===== config.mk =====
export PLATFORM = sky130hd
export DESIGN_NAME = utf8_name_validator
export DESIGN_NICKNAME = d
export VERILOG_FILES = /design/src/design/unv_pkg.sv /design/src/design/utf8_name_validator.sv /design/src/design/unv_front.sv /design/src/design/unv_queue.sv /design/src/design/unv_back.sv
export SDC_FILE = /design/constraint.sdc
export NUM_CORES = 1
export LEC_CHECK = 0
export BUFFER_PORTS_ARGS = -buffer_cell sky130_fd_sc_hd__buf_4
export CAP_MARGIN = 10
export CORE_MARGIN = 1.5
export CORE_UTILIZATION = 54
export DETAILED_ROUTE_END_ITERATION = 8
export MAX_ROUTING_LAYER = met4
export PLACE_DENSITY = 0.75
export SETUP_SLACK_MARGIN = 0.1
export SYNTH_ARGS = -nofsm -noshare
export SYNTH_HDL_FRONTEND = slang
export SYNTH_SLANG_ARGS = --single-unit

===== constraint.sdc =====
create_clock -name clk -period 2.9 [get_ports clk]
set_input_delay 0.725 -clock clk [delete_from_list [all_inputs] [get_ports clk]]
set_output_delay 0.725 -clock clk [all_outputs]
set_load 0.01 [all_outputs]

===== src/design/unv_pkg.sv =====
// ----------------------------------------------------------------------------
// UTF-8 name validator package
// Shared payload types, classification codes and constants.
// ----------------------------------------------------------------------------
package unv_pkg;

  localparam int unsigned BYTE_W      = 8;
  localparam int unsigned COUNT_W     = 9;
  localparam int unsigned LIMIT_W     = 8;
  localparam int unsigned POINT_W     = 21;
  localparam int unsigned QUEUE_DEPTH = 2;
  localparam int unsigned QPTR_W      = (QUEUE_DEPTH > 1) ? $clog2(QUEUE_DEPTH) : 1;
  localparam int unsigned QCNT_W      = $clog2(QUEUE_DEPTH + 1);

  localparam logic [LIMIT_W-1:0] LIMIT_RESET = LIMIT_W'(12);
  localparam logic [COUNT_W-1:0] COUNT_MAX   = {COUNT_W{1'b1}};

  // Input request as it arrives on the input channel.
  typedef struct packed {
    logic [BYTE_W-1:0] name_byte;
    logic              byte_present;
    logic              end_of_name;
  } in_item_t;

  // Verdict request on the result channel.
  typedef struct packed {
    logic               name_valid;
    logic [COUNT_W-1:0] code_point_total;
    logic               visible_found;
  } out_item_t;

  // How a byte behaves when it is taken as a lead byte.
  typedef enum logic [2:0] {
    KIND_REJECT,
    KIND_SINGLE,
    KIND_LEAD2,
    KIND_LEAD3,
    KIND_LEAD4
  } lead_kind_t;

  // Classified request passed from the front part to the back part.
  typedef struct packed {
    lead_kind_t        kind;
    logic              cont_ok;
    logic [BYTE_W-1:0] data;
    logic              present;
    logic              last;
  } cls_item_t;

endpackage


===== src/design/utf8_name_validator.sv =====
// A final request is written into the queue and, once popped, its verdict is
// registered in the output register before it shows on the output.
// Throughput: one byte per cycle unless output stalls; the two-entry queue
// and the single output register let input and output stall independently.
// Reset (synchronous, rst_n low) empties the queue, drops any pending verdict,
// clears all per-name state and sets the code point limit to twelve.
// ----------------------------------------------------------------------------
// UTF-8 name validator
// Checks the UTF-8 lead and continuation structure of a byte stream, counts
// code points and gives one verdict per name.
// ----------------------------------------------------------------------------
module utf8_name_validator (
  input  logic                        clk,
  input  logic                        rst_n,
  input  logic                        in_valid,
  output logic                        in_stall,
  input  unv_pkg::in_item_t           in_item,
  output logic                        out_valid,
  input  logic                        out_stall,
  output unv_pkg::out_item_t          out_item,
  input  logic                        cfg_wr_en,
  input  logic [unv_pkg::LIMIT_W-1:0] cfg_wr_data
);

  // The front end classifies each byte as it is accepted: how it would act
  // as a lead byte and whether it is a valid continuation byte. Both views
  // travel with the request because only the back end knows which applies.
  logic               q_push;
  logic               q_pop;
  logic               q_full;
  logic               q_not_empty;
  unv_pkg::cls_item_t q_push_data;
  unv_pkg::cls_item_t q_head;

  unv_front u_front (
    .in_valid (in_valid),
    .in_stall (in_stall),
    .in_item  (in_item),
    .q_full   (q_full),
    .q_push   (q_push),
    .q_data   (q_push_data)
  );

  // The queue decouples the two halves, so input can keep flowing while a
  // finished verdict waits for the output side.
  unv_queue u_queue (
    .clk       (clk),
    .rst_n     (rst_n),
    .push      (q_push),
    .push_data (q_push_data),
    .pop       (q_pop),
    .full      (q_full),
    .not_empty (q_not_empty),
    .head      (q_head)
  );

  // The back end holds the decoder state and the limit register. It pops a
  // request every cycle, except a final one while the output register is
  // still occupied and stalled.
  unv_back u_back (
    .clk         (clk),
    .rst_n       (rst_n),
    .cfg_wr_en   (cfg_wr_en),
    .cfg_wr_data (cfg_wr_data),
    .q_not_empty (q_not_empty),
    .q_head      (q_head),
    .q_pop       (q_pop),
    .out_valid   (out_valid),
    .out_stall   (out_stall),
    .out_item    (out_item)
  );

endmodule


===== src/design/unv_front.sv =====
// ----------------------------------------------------------------------------
// UTF-8 name validator front end
// Accepts input requests and classifies each byte both as a lead byte and as
// a continuation byte before it enters the queue.
// ----------------------------------------------------------------------------
module unv_front (
  input  logic              in_valid,
  output logic              in_stall,
  input  unv_pkg::in_item_t in_item,
  input  logic              q_full,
  output logic              q_push,
  output unv_pkg::cls_item_t q_data
);

  unv_pkg::lead_kind_t kind;
  logic [unv_pkg::BYTE_W-1:0] b;

  assign b = in_item.name_byte;

  always_comb begin
    if ((b < 8'h20) || (b == 8'h7F)) begin
      kind = unv_pkg::KIND_REJECT;
    end else if (b >= 8'hF0) begin
      kind = unv_pkg::KIND_LEAD4;
    end else if (b >= 8'hE0) begin
      kind = unv_pkg::KIND_LEAD3;
    end else if (b >= 8'hC0) begin
      kind = unv_pkg::KIND_LEAD2;
    end else begin
      kind = unv_pkg::KIND_SINGLE;
    end
  end

  assign in_stall        = q_full;
  assign q_push          = in_valid & ~q_full;
  assign q_data.kind     = kind;
  assign q_data.cont_ok  = (b[7:6] == 2'b10);
  assign q_data.data     = b;
  assign q_data.present  = in_item.byte_present;
  assign q_data.last     = in_item.end_of_name;

endmodule


===== src/design/unv_queue.sv =====
// ----------------------------------------------------------------------------
// UTF-8 name validator queue
// Short FIFO of classified requests between the front and back parts.
// ----------------------------------------------------------------------------
module unv_queue (
  input  logic               clk,
  input  logic               rst_n,
  input  logic               push,
  input  unv_pkg::cls_item_t push_data,
  input  logic               pop,
  output logic               full,
  output logic               not_empty,
  output unv_pkg::cls_item_t head
);

  unv_pkg::cls_item_t          mem_r [unv_pkg::QUEUE_DEPTH];
  logic [unv_pkg::QPTR_W-1:0]  wr_ptr_r, wr_ptr_nxt;
  logic [unv_pkg::QPTR_W-1:0]  rd_ptr_r, rd_ptr_nxt;
  logic [unv_pkg::QCNT_W-1:0]  count_r, count_nxt;

  localparam logic [unv_pkg::QPTR_W-1:0] LAST_PTR =
    unv_pkg::QPTR_W'(unv_pkg::QUEUE_DEPTH - 1);
  localparam logic [unv_pkg::QCNT_W-1:0] FULL_CNT =
    unv_pkg::QCNT_W'(unv_pkg::QUEUE_DEPTH);

  assign full      = (count_r == FULL_CNT);
  assign not_empty = (count_r != '0);
  assign head      = mem_r[rd_ptr_r];

  always_comb begin
    wr_ptr_nxt = wr_ptr_r;
    rd_ptr_nxt = rd_ptr_r;
    count_nxt  = count_r;
    if (push) begin
      wr_ptr_nxt = (wr_ptr_r == LAST_PTR) ? '0 : wr_ptr_r + 1'b1;
    end
    if (pop) begin
      rd_ptr_nxt = (rd_ptr_r == LAST_PTR) ? '0 : rd_ptr_r + 1'b1;
    end
    if (push && !pop) begin
      count_nxt = count_r + 1'b1;
    end else if (pop && !push) begin
      count_nxt = count_r - 1'b1;
    end
  end

  always_ff @(posedge clk) begin
    if (!rst_n) begin
      wr_ptr_r <= '0;
      rd_ptr_r <= '0;
      count_r  <= '0;
    end else begin
      wr_ptr_r <= wr_ptr_nxt;
      rd_ptr_r <= rd_ptr_nxt;
      count_r  <= count_nxt;
    end
  end

  always_ff @(posedge clk) begin
    if (push) begin
      mem_r[wr_ptr_r] <= push_data;
    end
  end

endmodule


===== src/design/unv_back.sv =====
// ----------------------------------------------------------------------------
// UTF-8 name validator back end
// Decodes classified bytes, counts code points, forms the verdict and holds
// it in the output register.
// ----------------------------------------------------------------------------
module unv_back (
  input  logic                        clk,
  input  logic                        rst_n,
  input  logic                        cfg_wr_en,
  input  logic [unv_pkg::LIMIT_W-1:0] cfg_wr_data,
  input  logic                        q_not_empty,
  input  unv_pkg::cls_item_t          q_head,
  output logic                        q_pop,
  output logic                        out_valid,
  input  logic                        out_stall,
  output unv_pkg::out_item_t          out_item
);

  logic [unv_pkg::LIMIT_W-1:0] limit_r;
  logic [1:0]                  pending_r, pending_nxt;
  logic [unv_pkg::POINT_W-1:0] partial_r, partial_nxt;
  logic [unv_pkg::COUNT_W-1:0] count_r, count_nxt;
  logic                        visible_r, visible_nxt;
  logic                        failed_r, failed_nxt;
  logic                        any_byte_r, any_byte_nxt;
  logic                        out_valid_r, out_valid_nxt;
  unv_pkg::out_item_t          out_item_r, out_item_nxt;

  function automatic logic is_invisible(input logic [unv_pkg::POINT_W-1:0] cp);
    return (cp == 21'h20) || (cp == 21'hA0) ||
           ((cp >= 21'h2000) && (cp <= 21'h200F)) ||
           (cp == 21'h2028) || (cp == 21'h2029) || (cp == 21'h202F) ||
           (cp == 21'h205F) || (cp == 21'h2060) || (cp == 21'h3000) ||
           (cp == 21'hFEFF);
  endfunction

  // A final request can only leave the queue when the output register is
  // free or is being emptied in this cycle.
  assign q_pop = q_not_empty & (~q_head.last | ~out_valid_r | ~out_stall);

  always_comb begin
    logic                        finish;
    logic [unv_pkg::POINT_W-1:0] cp;
    logic [unv_pkg::POINT_W-1:0] shifted;

    finish        = 1'b0;
    cp            = '0;
    shifted       = {partial_r[unv_pkg::POINT_W-7:0], q_head.data[5:0]};
    pending_nxt   = pending_r;
    partial_nxt   = partial_r;
    count_nxt     = count_r;
    visible_nxt   = visible_r;
    failed_nxt    = failed_r;
    any_byte_nxt  = any_byte_r;
    out_item_nxt  = out_item_r;
    out_valid_nxt = out_valid_r & out_stall;

    if (q_pop) begin
      if (q_head.present) begin
        any_byte_nxt = 1'b1;
        if (!failed_r) begin
          if (pending_r == 2'd0) begin
            unique case (q_head.kind)
              unv_pkg::KIND_REJECT: failed_nxt = 1'b1;
              unv_pkg::KIND_LEAD4: begin
                partial_nxt = unv_pkg::POINT_W'(q_head.data[2:0]);
                pending_nxt = 2'd3;
              end
              unv_pkg::KIND_LEAD3: begin
                partial_nxt = unv_pkg::POINT_W'(q_head.data[3:0]);
                pending_nxt = 2'd2;
              end
              unv_pkg::KIND_LEAD2: begin
                partial_nxt = unv_pkg::POINT_W'(q_head.data[4:0]);
                pending_nxt = 2'd1;
              end
              unv_pkg::KIND_SINGLE: begin
                finish = 1'b1;
                cp     = unv_pkg::POINT_W'(q_head.data);
              end
              default: failed_nxt = 1'b1;
            endcase
          end else if (!q_head.cont_ok) begin
            failed_nxt = 1'b1;
          end else begin
            partial_nxt = shifted;
            pending_nxt = pending_r - 2'd1;
            if (pending_r == 2'd1) begin
              finish = 1'b1;
              cp     = shifted;
            end
          end
        end
      end

      if (finish) begin
        if (count_r != unv_pkg::COUNT_MAX) begin
          count_nxt = count_r + 1'b1;
        end
        if (!is_invisible(cp)) begin
          visible_nxt = 1'b1;
        end
      end

      if (q_head.last) begin
        out_valid_nxt                 = 1'b1;
        out_item_nxt.name_valid       = any_byte_nxt & ~failed_nxt &
                                        (pending_nxt == 2'd0) & visible_nxt &
                                        (count_nxt <= unv_pkg::COUNT_W'(limit_r));
        out_item_nxt.code_point_total = count_nxt;
        out_item_nxt.visible_found    = visible_nxt;
        pending_nxt  = '0;
        partial_nxt  = '0;
        count_nxt    = '0;
        visible_nxt  = 1'b0;
        failed_nxt   = 1'b0;
        any_byte_nxt = 1'b0;
      end
    end
  end

  always_ff @(posedge clk) begin
    if (!rst_n) begin
      limit_r     <= unv_pkg::LIMIT_RESET;
      pending_r   <= '0;
      partial_r   <= '0;
      count_r     <= '0;
      visible_r   <= 1'b0;
      failed_r    <= 1'b0;
      any_byte_r  <= 1'b0;
      out_valid_r <= 1'b0;
    end else begin
      if (cfg_wr_en) begin
        limit_r <= cfg_wr_data;
      end
      pending_r   <= pending_nxt;
      partial_r   <= partial_nxt;
      count_r     <= count_nxt;
      visible_r   <= visible_nxt;
      failed_r    <= failed_nxt;
      any_byte_r  <= any_byte_nxt;
      out_valid_r <= out_valid_nxt;
    end
  end

  always_ff @(posedge clk) begin
    out_item_r <= out_item_nxt;
  end

  assign out_valid = out_valid_r;
  assign out_item  = out_item_r;

endmodule

==> results by group <==
Setup path
  – Worst reg-to-reg setup slack: -50 ps
  – CP Class: reg2reg
  – Worst flop-to-flop path startpoint: u_queue.mem_r[1][11]
  – Crit-path cells: and4bb_1, o21a_2, o211a_1, nand3_1, o31ai_2, nor2_1, ha_1, a211o_1, nor2_1, o311a_1, nand3_2, nor4b_2
  – Worst path arrival time: 3130 ps
  – Crit Path Max Fanout: 4
  – CP delay by family, top: compound AO/OA/AOI/OAI gates
  – CP dominant cell by count: nor2_1
  – Critical path capture point type: register
  – Slowest stage delay, CP: 420 ps
  – RR Endpoint: u_back.out_item[10]
  – Worst path buffer plus inverter count: 0
  – Critical path startpoint category: register
  – Worst path slowest cell: edfxtp_1
  – Reg2Reg Depth: 12
  – Worst EP required: 3080 ps

Timing
  – Final hold vios: 0
  – Final worst path period share: 102%
  – Max Clk Rate: 338 MHz
  – Slew @ Worst Pin: 673 ps
  – Max-Slew Margin vs Limit: 55.0%
  – Final setup fails: 1
  – Hold slack: 457 ps
  – Unrepaired setup endpoints after global routing: true
  – Slew Viols, Final: 0
  – Final min period: 2950 ps
  – Setup ws final: -54.4 ps
  – Worst Skew: 9.47 ps

Yosys
  – Synth Area per Inst: 10.1 um2
  – Count of cell types in the netlist: 72
  – Mapped Area: 4300 um2
  – Ys flop type: dfxtp_1
  – Sequential area share after synthesis: 47.2%
  – Yosys top cell by area: edfxtp_1
  – Share of the synthesized area in the top cell type: 27.2%
  – Post-synthesis net count: 463
  – FFs w/ async S/R, synth: 0%
  – Yosys reg bits: 82
  – EDFF count, synth: 39
  – YS warnings: 0
  – Synth top area cells: edfxtp_1 (27%), dfxtp_1 (20%), nand2_1 (3.9%)
  – Synthesized instance count: 427

Floorplanning
  – Die area: 8510 um2
  – Io pins: 36
  – Die width: 92.3 um
  – Placement Rows: 32
  – Initial core utilization: 55.7%
  – Total core area: 7730 um2
  – Chip height: 92.3 um

Global route
  – Pin count of the biggest net entering global routing: 44
  – Global route total overflow: 0
  – Met3 usage: 4.73%
  – Met2 GRT Util: 41.4%
  – Most Crowded Layer GR: met2
  – Total GRT Usage: 27.2%
  – Vias in the first global route: 3678
  – Initial antenna violation count: 0
  – Met1 usage in global routing: 36.7%
  – First-pass GRT wire length: 17.5 mm

Flow run
  – Max-cap violations: 0

Finish
  – Diodes inserted: 0
  – Commonest non-fill, non-tap cell in the layout: buf_4
  – Fin cells: 621
  – Final net count: 550
  – Area Overhead vs Synth: 23.4%
  – Most frequent cells in the layout: buf_4 (90), nand2_1 (42), dfxtp_1 (41), edfxtp_1 (39)
  – Layout cells sized above 1: 28.7%
  – Final core occ: 68.7%

Placement
  – Placed cells: 587
  – Port bufs: 35
  – Pre-CTS WS: -81.5 ps
  – Placer Congestion: 0.957
  – HPWL Detailed: 7.66 mm

Clocking
  – Clock-pin slew on the worst setup and hold paths: 80 ps
  – Total CTS buffers: 9
  – CTS tree: yes
  – Root Buffer: clkbuf_8
  – CTS Sinks: 82
  – Maximum root-to-sink buffer count: 2
  – # H-tree levels: 3
  – Clock latency on the worst-skew pair: 350 ps

Status
  – Failing checks: setup timing
  – Outcome: finished, violations left

Worst hold path
  – Worst Hold Endpoint: u_back.partial_r[10]
  – Hold path depth: 2
  – HP Start: u_back.partial_r[10]
  – Min-Delay Path Class: reg2reg

Pwr
  – Final Total Pwr: 3.73 mW
  – Peak supply drop: 0.497 mV
  – Power Dens Cells: 703 nW/um2
  – Static leakage: 2.14 nW

Drt
  – Final ANT Viol Nets: 0
  – Remaining DRCs: 0
  – Initial DRC count: 295
  – Via/cell ratio: 5.87
  – Drt first pass iters: 5
  – DRT Wirelength: 10.6 mm
  – Wire per inst: 17.1 um
  – Vias post-DR: 3647
[tightest hold or removal path: stages, from the launching register on]
cell      delay [ps]
dfxtp_1          310
nand2_1           50
a21boi_1          50
[final cells by class]
type | instances | area [um2]
sequential | 82 | 2030
multi-input combinational | 313 | 2200
clock buffer | 15 | 188
fill | 593 | 2420
tap | 102 | 128
clock inverter | 1 | 5.00
timing repair buffer | 91 | 687
inverter | 17 | 63.8
[synthesized netlist by cell type, types with 3 or more instances]
master / instances
nand2_1: 45
dfxtp_1: 43
edfxtp_1: 39
nor2_1: 27
nand3_1: 25
nor2b_1: 18
inv_1: 17
a21oi_1: 14
ha_1: 13
mux2i_1: 13
a21boi_1: 12
o21ai_0: 11
clkbuf_1: 10
and2_1: 8
mux2_2: 8
nand4_1: 7
nor3_1: 7
o21ai_1: 7
xnor2_1: 6
a22oi_1: 5
and3_1: 5
nand2b_1: 5
a31oi_1: 4
o31ai_1: 4
a21o_1: 3
a32oi_1: 3
nand3b_1: 3
nor3b_1: 3
nor4_1: 3
o211ai_1: 3
o21a_1: 3
[report_power, final]
group / internal (mW) / total [mW] / switching (mW)
sequential: 1.38 / 1.47 / 0.0985
clock: 0.411 / 0.806 / 0.395
combinational: 0.635 / 1.45 / 0.819
total: 2.42 / 3.73 / 1.31
[metal layers]
metal  vias to the layer above  routed length (um)
li1                       1744                   -
met5                         -                   0
met3                        16                 558
met1                      1773                4860
met2                       114                5020
met4                         0                 173
[state kept, by name, indices dropped and copies added, names as in the netlist, named ones only]
signal	flops
u_queue.mem_r	28
u_back.partial_r	15
u_back.out_item	11
u_back.count_r	9
u_back.limit_r	8
u_back.pending_r	2
u_queue.count_r	2
u_back.any_byte_r	1
u_back.failed_r	1
u_back.out_valid	1
u_back.visible_r	1
u_queue.rd_ptr_r	1
u_queue.wr_ptr_r	1
[stage by stage]
stage	setup TNS [ps]	instance area [um2]
3_5_place_dp	-81.5	4920
2_1_floorplan	0	4320
3_3_place_gp	0	4920
5_1_grt	-170	5310
4_1_cts	-8.05	5260
6_report	-54.4	5310
[cell families (layout without fill, tap and decap cells)]
family                   count (synthesis)  count (layout)  synth area share [%]
AND/OR/NAND/NOR                        175             175                  22.2
AO/OA/AOI/OAI                           93              93                  15.7
flip-flops                              82              82                  47.2
buffers and inverters                   32             124                  3.17
multiplexers                            24              24                  6.28
adder cells (fa/ha/maj)                 13              13                  3.78
XOR/XNOR                                 8               8                  1.63
[worst max-delay path by stage]
stage | endpoint | start | depth (start not counted) | slack, ps
4_1_cts | u_back.out_item[10] | u_queue.mem_r[0][12] | 12 | -8
3_3_place_gp | u_back.out_item[10] | u_queue.mem_r[0][13] | 13 | 30
2_1_floorplan | u_back.out_item[10] | register | 14 | 120
6_report | u_back.out_item[10] | u_queue.mem_r[1][11] | 12 | -50
5_1_grt | u_back.out_item[10] | u_queue.mem_r[0][13] | 12 | -170
3_5_place_dp | u_back.out_item[10] | u_back.pending_r[1] | 14 | -80
[timing repair]
action / CTS / global route
buffers inserted: 14 / 4
pin swaps: 14 / 9
endpoints found under the setup margin: 1 / 2
gates resized for setup: 11 / 7
hold buffers: 0 / 0
Power figures use the tool's default switching activity.
